===== config.mk =====
export PLATFORM = sky130hd
export DESIGN_NAME = scaled_glyph_row_generator
export DESIGN_NICKNAME = d
export VERILOG_FILES = /design/src/hw/rtl/sgrg_pkg.sv /design/src/hw/rtl/scaled_glyph_row_generator.sv /design/src/hw/rtl/sgrg_glyph_rom.sv
export SDC_FILE = /design/constraint.sdc
export NUM_CORES = 1
export LEC_CHECK = 0
export ABC_AREA = 1
export BUFFER_PORTS_ARGS = -buffer_cell sky130_fd_sc_hd__buf_4
export CAP_MARGIN = 20
export CORE_ASPECT_RATIO = 0.5
export CORE_MARGIN = 5
export CORE_UTILIZATION = 40
export CTS_CLUSTER_SIZE = 24
export DETAILED_ROUTE_END_ITERATION = 12
export SYNTH_ARGS = -nofsm -noshare
export SYNTH_HDL_FRONTEND = slang
export SYNTH_SLANG_ARGS = --single-unit
export TNS_END_PERCENT = 5

===== constraint.sdc =====
create_clock -name clk_i -period 4.75 [get_ports clk_i]
set_input_delay 1.1875 -clock clk_i [delete_from_list [all_inputs] [get_ports clk_i]]
set_output_delay 1.1875 -clock clk_i [all_outputs]
set_load 0.05 [all_outputs]

===== src/hw/rtl/sgrg_pkg.sv =====
package sgrg_pkg;

  // Cell geometry of the unscaled character.
  localparam int unsigned CellW      = 6;
  localparam int unsigned CellH      = 8;
  localparam int unsigned GlyphCols  = 5;
  localparam int unsigned GlyphRows  = 7;
  localparam int unsigned RowLimit   = 64;
  localparam int unsigned GlyphCount = 43;

  localparam logic [5:0] BlankGlyph  = 6'd42;

  // Status codes carried with each item.
  localparam logic StatusOk       = 1'b0;
  localparam logic StatusTooLarge = 1'b1;

  typedef logic [GlyphCols-1:0] row_bits_t;

  // Column-major 5x7 font: bit r of a column lights glyph row r.
  localparam logic [7:0] FontRom [GlyphCount][GlyphCols] = '{
    '{8'h3E, 8'h51, 8'h49, 8'h45, 8'h3E}, '{8'h00, 8'h42, 8'h7F, 8'h40, 8'h00},
    '{8'h42, 8'h61, 8'h51, 8'h49, 8'h46}, '{8'h21, 8'h41, 8'h45, 8'h4B, 8'h31},
    '{8'h18, 8'h14, 8'h12, 8'h7F, 8'h10}, '{8'h27, 8'h45, 8'h45, 8'h45, 8'h39},
    '{8'h3C, 8'h4A, 8'h49, 8'h49, 8'h30}, '{8'h01, 8'h71, 8'h09, 8'h05, 8'h03},
    '{8'h36, 8'h49, 8'h49, 8'h49, 8'h36}, '{8'h06, 8'h49, 8'h49, 8'h29, 8'h1E},
    '{8'h7E, 8'h11, 8'h11, 8'h11, 8'h7E}, '{8'h7F, 8'h49, 8'h49, 8'h49, 8'h36},
    '{8'h3E, 8'h41, 8'h41, 8'h41, 8'h22}, '{8'h7F, 8'h41, 8'h41, 8'h22, 8'h1C},
    '{8'h7F, 8'h49, 8'h49, 8'h49, 8'h41}, '{8'h7F, 8'h09, 8'h09, 8'h09, 8'h01},
    '{8'h3E, 8'h41, 8'h49, 8'h49, 8'h7A}, '{8'h7F, 8'h08, 8'h08, 8'h08, 8'h7F},
    '{8'h00, 8'h41, 8'h7F, 8'h41, 8'h00}, '{8'h20, 8'h40, 8'h41, 8'h3F, 8'h01},
    '{8'h7F, 8'h08, 8'h14, 8'h22, 8'h41}, '{8'h7F, 8'h40, 8'h40, 8'h40, 8'h40},
    '{8'h7F, 8'h02, 8'h0C, 8'h02, 8'h7F}, '{8'h7F, 8'h04, 8'h08, 8'h10, 8'h7F},
    '{8'h3E, 8'h41, 8'h41, 8'h41, 8'h3E}, '{8'h7F, 8'h09, 8'h09, 8'h09, 8'h06},
    '{8'h3E, 8'h41, 8'h51, 8'h21, 8'h5E}, '{8'h7F, 8'h09, 8'h19, 8'h29, 8'h46},
    '{8'h46, 8'h49, 8'h49, 8'h49, 8'h31}, '{8'h01, 8'h01, 8'h7F, 8'h01, 8'h01},
    '{8'h3F, 8'h40, 8'h40, 8'h40, 8'h3F}, '{8'h1F, 8'h20, 8'h40, 8'h20, 8'h1F},
    '{8'h3F, 8'h40, 8'h38, 8'h40, 8'h3F}, '{8'h63, 8'h14, 8'h08, 8'h14, 8'h63},
    '{8'h07, 8'h08, 8'h70, 8'h08, 8'h07}, '{8'h61, 8'h51, 8'h49, 8'h45, 8'h43},
    '{8'h00, 8'h60, 8'h60, 8'h00, 8'h00}, '{8'h00, 8'h36, 8'h36, 8'h00, 8'h00},
    '{8'h08, 8'h08, 8'h08, 8'h08, 8'h08}, '{8'h20, 8'h10, 8'h08, 8'h04, 8'h02},
    '{8'h23, 8'h13, 8'h08, 8'h64, 8'h62}, '{8'h08, 8'h08, 8'h3E, 8'h08, 8'h08},
    '{8'h00, 8'h00, 8'h00, 8'h00, 8'h00}
  };

  // Map a character byte to its font slot, folding lower case to upper case.
  function automatic logic [5:0] glyph_slot(input logic [7:0] code);
    logic [7:0] folded;
    logic [5:0] slot;
    folded = code;
    if (code inside {[8'h61:8'h7A]}) begin
      folded = code - 8'h20;
    end
    case (folded) inside
      [8'h30:8'h39]: slot = 6'(folded - 8'h30);
      [8'h41:8'h5A]: slot = 6'(folded - 8'h41 + 8'd10);
      8'h2E:         slot = 6'd36;
      8'h3A:         slot = 6'd37;
      8'h2D:         slot = 6'd38;
      8'h2F:         slot = 6'd39;
      8'h25:         slot = 6'd40;
      8'h2B:         slot = 6'd41;
      default:       slot = BlankGlyph;
    endcase
    return slot;
  endfunction

endpackage


===== src/hw/rtl/scaled_glyph_row_generator.sv =====
// Pixel row generator for a scaled 5x7 character cell. Pulse start_i while
// busy_o is low to hand in one item; the row's pixels then appear left to
// right, one per cycle, each for exactly one cycle with strobe_o high, and
// the receiver must take them as they come. After an item is taken, one
// shared subtract/compare unit first finds the glyph row as row_index /
// scale by repeated subtraction, then the same unit steps the column counter
// while 6 * scale pixels are emitted, one per cycle, and the last pixel is on
// the ports in the same cycle that busy_o falls. A scale of 0 or a row
// outside the cell gives no pixel and leaves busy_o low; a cell larger than
// MAX_CELL_PIXELS or wider than 64 pixels holds busy_o high for one cycle and
// gives a single too_large result in the next.
module scaled_glyph_row_generator #(
  parameter int unsigned MAX_CELL_PIXELS = 5120
) (
  input  logic        clk_i,
  input  logic        rst_ni,
  input  logic        start_i,
  output logic        busy_o,
  input  logic [7:0]  char_code_i,
  input  logic [3:0]  scale_i,
  input  logic [6:0]  row_index_i,
  input  logic [15:0] fg_color_i,
  input  logic [15:0] bg_color_i,
  output logic        strobe_o,
  output logic [15:0] pixel_color_o,
  output logic        last_pixel_o,
  output logic        status_o
);
  import sgrg_pkg::*;

  typedef enum logic [1:0] {
    StIdle,
    StDiv,
    StEmit,
    StErr
  } state_e;

  state_e     state_q;
  logic [7:0] code_q;
  logic [3:0] scale_q;
  logic [6:0] rem_q;
  logic [2:0] grow_q;
  logic [3:0] sub_q;
  logic [2:0] gcol_q;
  logic [5:0] x_q;
  logic [5:0] width_m1_q;
  logic [15:0] fg_q;
  logic [15:0] bg_q;
  row_bits_t  row_bits_q;
  logic        strobe_q;
  logic [15:0] pixel_q;
  logic        last_q;
  logic        status_q;

  logic       accept;
  logic [7:0] sq;
  logic [13:0] cell_pix;
  logic [6:0] width_in;
  logic       too_large;
  logic       row_out;
  logic [6:0] unit_a;
  logic [7:0] unit_diff;
  logic       lit;
  row_bits_t  rom_bits;

  assign accept = start_i && !busy_o;

  // Size checks on the incoming scale.
  assign sq        = 8'(scale_i) * 8'(scale_i);
  assign cell_pix  = 14'(CellW * CellH) * 14'(sq);
  assign width_in  = 7'(CellW) * 7'(scale_i);
  assign too_large = (32'(cell_pix) > 32'(MAX_CELL_PIXELS)) ||
                     (32'(width_in) > 32'(RowLimit));
  assign row_out   = row_index_i >= {scale_i, 3'b000};

  // Shared subtract unit: the remainder while dividing, the subcolumn count
  // while emitting.
  assign unit_a    = (state_q == StDiv) ? rem_q : 7'(sub_q) + 7'd1;
  assign unit_diff = {1'b0, unit_a} - {4'b0000, scale_q};

  sgrg_glyph_rom u_glyph_rom (
    .code_i      (code_q),
    .glyph_row_i (grow_q),
    .row_bits_o  (rom_bits)
  );

  assign lit = (32'(gcol_q) < GlyphCols) && row_bits_q[gcol_q];

  // Sequencer and registered outputs.
  always_ff @(posedge clk_i or negedge rst_ni) begin
    if (!rst_ni) begin
      state_q    <= StIdle;
      code_q     <= '0;
      scale_q    <= '0;
      rem_q      <= '0;
      grow_q     <= '0;
      sub_q      <= '0;
      gcol_q     <= '0;
      x_q        <= '0;
      width_m1_q <= '0;
      fg_q       <= '0;
      bg_q       <= '0;
      row_bits_q <= '0;
      strobe_q   <= 1'b0;
      pixel_q    <= '0;
      last_q     <= 1'b0;
      status_q   <= StatusOk;
    end else begin
      strobe_q <= 1'b0;
      case (state_q)
        StIdle: begin
          if (accept) begin
            code_q     <= char_code_i;
            scale_q    <= scale_i;
            rem_q      <= row_index_i;
            grow_q     <= '0;
            fg_q       <= fg_color_i;
            bg_q       <= bg_color_i;
            width_m1_q <= 6'(width_in - 7'd1);
            if (scale_i == 4'd0) begin
              state_q <= StIdle;
            end else if (too_large) begin
              state_q <= StErr;
            end else if (row_out) begin
              state_q <= StIdle;
            end else begin
              state_q <= StDiv;
            end
          end
        end
        StDiv: begin
          // Subtract the scale until the remainder drops below it.
          if (!unit_diff[7]) begin
            rem_q  <= unit_diff[6:0];
            grow_q <= grow_q + 3'd1;
          end else begin
            row_bits_q <= rom_bits;
            sub_q      <= '0;
            gcol_q     <= '0;
            x_q        <= '0;
            state_q    <= StEmit;
          end
        end
        StEmit: begin
          strobe_q <= 1'b1;
          pixel_q  <= lit ? fg_q : bg_q;
          last_q   <= (x_q == width_m1_q);
          status_q <= StatusOk;
          x_q      <= x_q + 6'd1;
          if (unit_diff == 8'd0) begin
            sub_q  <= '0;
            gcol_q <= gcol_q + 3'd1;
          end else begin
            sub_q  <= unit_a[3:0];
          end
          if (x_q == width_m1_q) begin
            state_q <= StIdle;
          end
        end
        StErr: begin
          strobe_q <= 1'b1;
          pixel_q  <= '0;
          last_q   <= 1'b1;
          status_q <= StatusTooLarge;
          state_q  <= StIdle;
        end
        default: begin
          state_q <= StIdle;
        end
      endcase
    end
  end

  assign busy_o        = (state_q != StIdle);
  assign strobe_o      = strobe_q;
  assign pixel_color_o = pixel_q;
  assign last_pixel_o  = last_q;
  assign status_o      = status_q;

endmodule


===== src/hw/rtl/sgrg_glyph_rom.sv =====
module sgrg_glyph_rom (
  input  logic [7:0]          code_i,
  input  logic [2:0]          glyph_row_i,
  output sgrg_pkg::row_bits_t row_bits_o
);
  import sgrg_pkg::*;

  logic [5:0] slot;

  assign slot = glyph_slot(code_i);

  // Pick one glyph row across the five columns; the spacing row stays dark.
  always_comb begin
    row_bits_o = '0;
    for (int c = 0; c < GlyphCols; c++) begin
      if (int'(glyph_row_i) < GlyphRows) begin
        row_bits_o[c] = FontRom[slot][c][glyph_row_i];
      end
    end
  end

endmodule


==> impl_metrics.toml <==
[sta]
tightest_slew_ns = 0.9427
setup_violations = 0
drv_slew = 0
fin_skew_ns = 0.01359
rsz0062_at_grt = "no"
fmax_mhz = 229.8
finalCritPeriodShare_pct = 91.60
fin_crit_ns = 4.351
finalHoldViolations = 0
fin_tns_setup_ns = 0
max-slew-margin-rel_pct = 37.15

[grt]
grt_max_degree = 64
grt_pass1_wl_um = 39150
grt_pass1_vias = 7730
antenna_found_initial = 0
gr-total-overflow = 0
track_usage_pct = 20.83

[die]
die_h_um = 109.7
die_w_um = 209.3
dieArea_um2 = 22960
ios = 74
core_area_um2 = 19500
rows = 36
initial_core_util_pct = 40.75

[yosys]
synth-async-reset-ratio_pct = 100.0
ys.flop_type = "dfrtp_1"
synthCells = 1165
synthesis.area_um2 = 7948
synth.ff_latch_count = 99
synth-edff-count = 0
syn_nets = 1277
ys_seq_area_share_pct = 31.17
yosysUniqueCellTypes = 53
synth_area_per_cell_um2 = 6.822
yosys_warnings = 0

[setup_path]
crit_type = "reg -> reg"
cp_slowest_cell = "dfrtp_1"
cp.arrival_ns = 4.63
rr_startpoint = "code_q[1]"
worst_setup_path_end_kind = "flip-flop"
startpoint_type = "flip-flop"
cp.required_ns = 5.03
cp_slowest_stage_delay_ns = 0.46
path_max_fanout = 9
timing.critical_path.from = "code_q[1]"
critPathMostFrequentCell = "nand2_1"

[drt]
drt-total-wl_um = 23950
antenna_left = 0
first_pass_iters = 5
avgViaCountPerCell = 5.282
wl_per_cell_um = 16.05
drcViolationCount = 0
initialDrtViolationCount = 736
dr_total_vias = 7880

[layout]
antenna_cells = 0
fillerInstances = 2005
syn_to_final_growth_pct = 13.18
stdcell_area_um2 = 8995
drive_gt1_share_pct = 13.46
layout_commonest_cell = "nand2_1"
most-common-layout-cells = "nand2_1 (388), inv_1 (108), nand3_1 (99), dfrtp_1 (99), buf_4 (87)"
nets = 1333

[power_and_ir_drop]
peakVddDrop_v = 0.0003219
p_clk_share_pct = 9.7
switching_power_mw = 4.043
switching_share_pct = 56.74
combPwrFrac_pct = 69.0
p_int_mw = 3.082
leakage_nw = 4.591
seqPwrFrac_pct = 21.3
power_density_nw_per_um2 = 792.1

[cts]
cts_hold_buf = 0
clock_latency_ns = 0.35
clockRootBuffer = "clkbuf_16"
htree_levels = 3
cts_resized = 0
cts.sinks = 99
clk_path_buf_depth = 2
cts_tree = "built"
path_clk_slew_ns = 0.07
cts_setup_buffers = 0
cts_buffers = 9

[placed_design]
dp_hpwl_um = 17990
gp_congestion = 0.9737
port_buffers = 73
placed_area_um2 = 8712

[hold_path]
min_path_type = "reg -> reg"
hp-start = "bg_q[9]"

[run_status]
status = "complete, no violations"

[job]
drv_cap = 0
## layout make-up
class / count / area (µm²) / area share (%)
Sequential cell: 99 / 2477 / 27.54
Inverter: 123 / 469.2 / 5.216
Clock buffer: 10 / 229.0 / 2.546
Timing Repair Buffer: 87 / 653.1 / 7.261
Multi-Input combinational cell: 901 / 4787 / 53.22
Tap cell: 266 / 332.8 / 3.700
Clock inverter: 6 / 46.29 / 0.5147
## worst paths after layout
kind                            endpoint  slack, ns  cells after the start
max                        row_bits_q[4]       0.40                     31
max in group asynchronous       status_o       3.20                      2
min in group asynchronous  row_bits_q[3]       0.73                      1
max reg2reg                row_bits_q[4]       0.40                     31
min                              bg_q[9]       0.47                      2
min reg2reg                      bg_q[9]       0.47                      2
## routing by layer
layer / GRT usage (%) / wire length, µm
met2: 34.24 / 10750
met3: 3.535 / 1611
met5: 0 / 0
met4: 5.537 / 496
met1: 28.80 / 11090
## worst max-delay path, delay by kind of cell (launching register included)
kind                     cells  cell delay [ns]
AND/OR/NAND/NOR             24             2.47
adder cells (fa/ha/maj)      3             0.77
buffers and inverters        3             0.53
flip-flops                   1             0.46
AO/OA/AOI/OAI                1             0.06
## synth_stat cells (5+ instances only)
cell / number / area (µm²)
nand3_1: 100 / 500.5
ha_1: 54 / 675.7
xor2_1: 14 / 122.6
o21ai_1: 14 / 70.07
o22ai_1: 6 / 37.54
a21oi_1: 48 / 240.2
dfrtp_1: 99 / 2477
nor2_1: 83 / 311.6
nand3_2: 8 / 80.08
buf_6: 7 / 78.83
inv_2: 8 / 30.03
xnor2_1: 6 / 52.55
nand2_1: 388 / 1456
nand2_2: 15 / 93.84
o211ai_1: 8 / 60.06
nand4_1: 5 / 31.28
nor3_1: 5 / 25.02
clkbuf_1: 25 / 93.84
inv_1: 108 / 405.4
o21ai_0: 86 / 430.4
o21a_1: 5 / 37.54
## cell families (layout without fill, tap and decap cells)
group | count (synthesis) | in the layout | share of synthesized area, %
AND/OR/NAND/NOR | 626 | 626 | 34.21
buffers and inverters | 165 | 226 | 8.785
adder cells (fa/ha/maj) | 58 | 58 | 9.509
flip-flops | 99 | 99 | 31.17
XOR/XNOR | 20 | 20 | 2.204
AO/OA/AOI/OAI | 197 | 197 | 14.12
## state kept, by name (all words and copies together) (netlist names)
name / flops
bg_q: 16
code_q: 8
fg_q: 16
gcol_q: 3
grow_q: 3
last_pixel_o: 1
pixel_color_o: 16
rem_q: 7
row_bits_q: 5
scale_q: 4
state_q: 2
status_o: 1
strobe_o: 1
sub_q: 4
width_m1_q: 6
x_q: 6
## power groups by stage
stage | Combinational [mW] | Sequential [mW] | Clock [mW]
final | 4.91 | 1.52 | 0.694
after global routing | 5.46 | 1.57 | 0.737
after CTS | 4.84 | 1.52 | 0.709
after detailed placement | 4.82 | 1.52 | 0
after global placement | 4.83 | 1.52 | 0
after floorplan | 3.41 | 1.66 | 0
## per-stage QoR
step | setup WS (ns) | utilization, % | hold slack [ns] | total power, mW | cells
2_1_floorplan | 0.8262 | - | 0.4367 | 5.076 | 1165
3_3_place_gp | 0.3807 | 44.67 | 0.4496 | 6.346 | 1476
3_5_place_dp | 0.3502 | 44.67 | 0.4535 | 6.348 | 1476
4_1_cts | 0.3178 | 46.08 | 0.4709 | 7.063 | 1492
5_1_grt | 0.02242 | 46.12 | 0.4909 | 7.770 | 1492
6_report | 0.3992 | 46.12 | 0.4668 | 7.125 | 1492
Note: power is estimated with default switching activity, not from simulation.
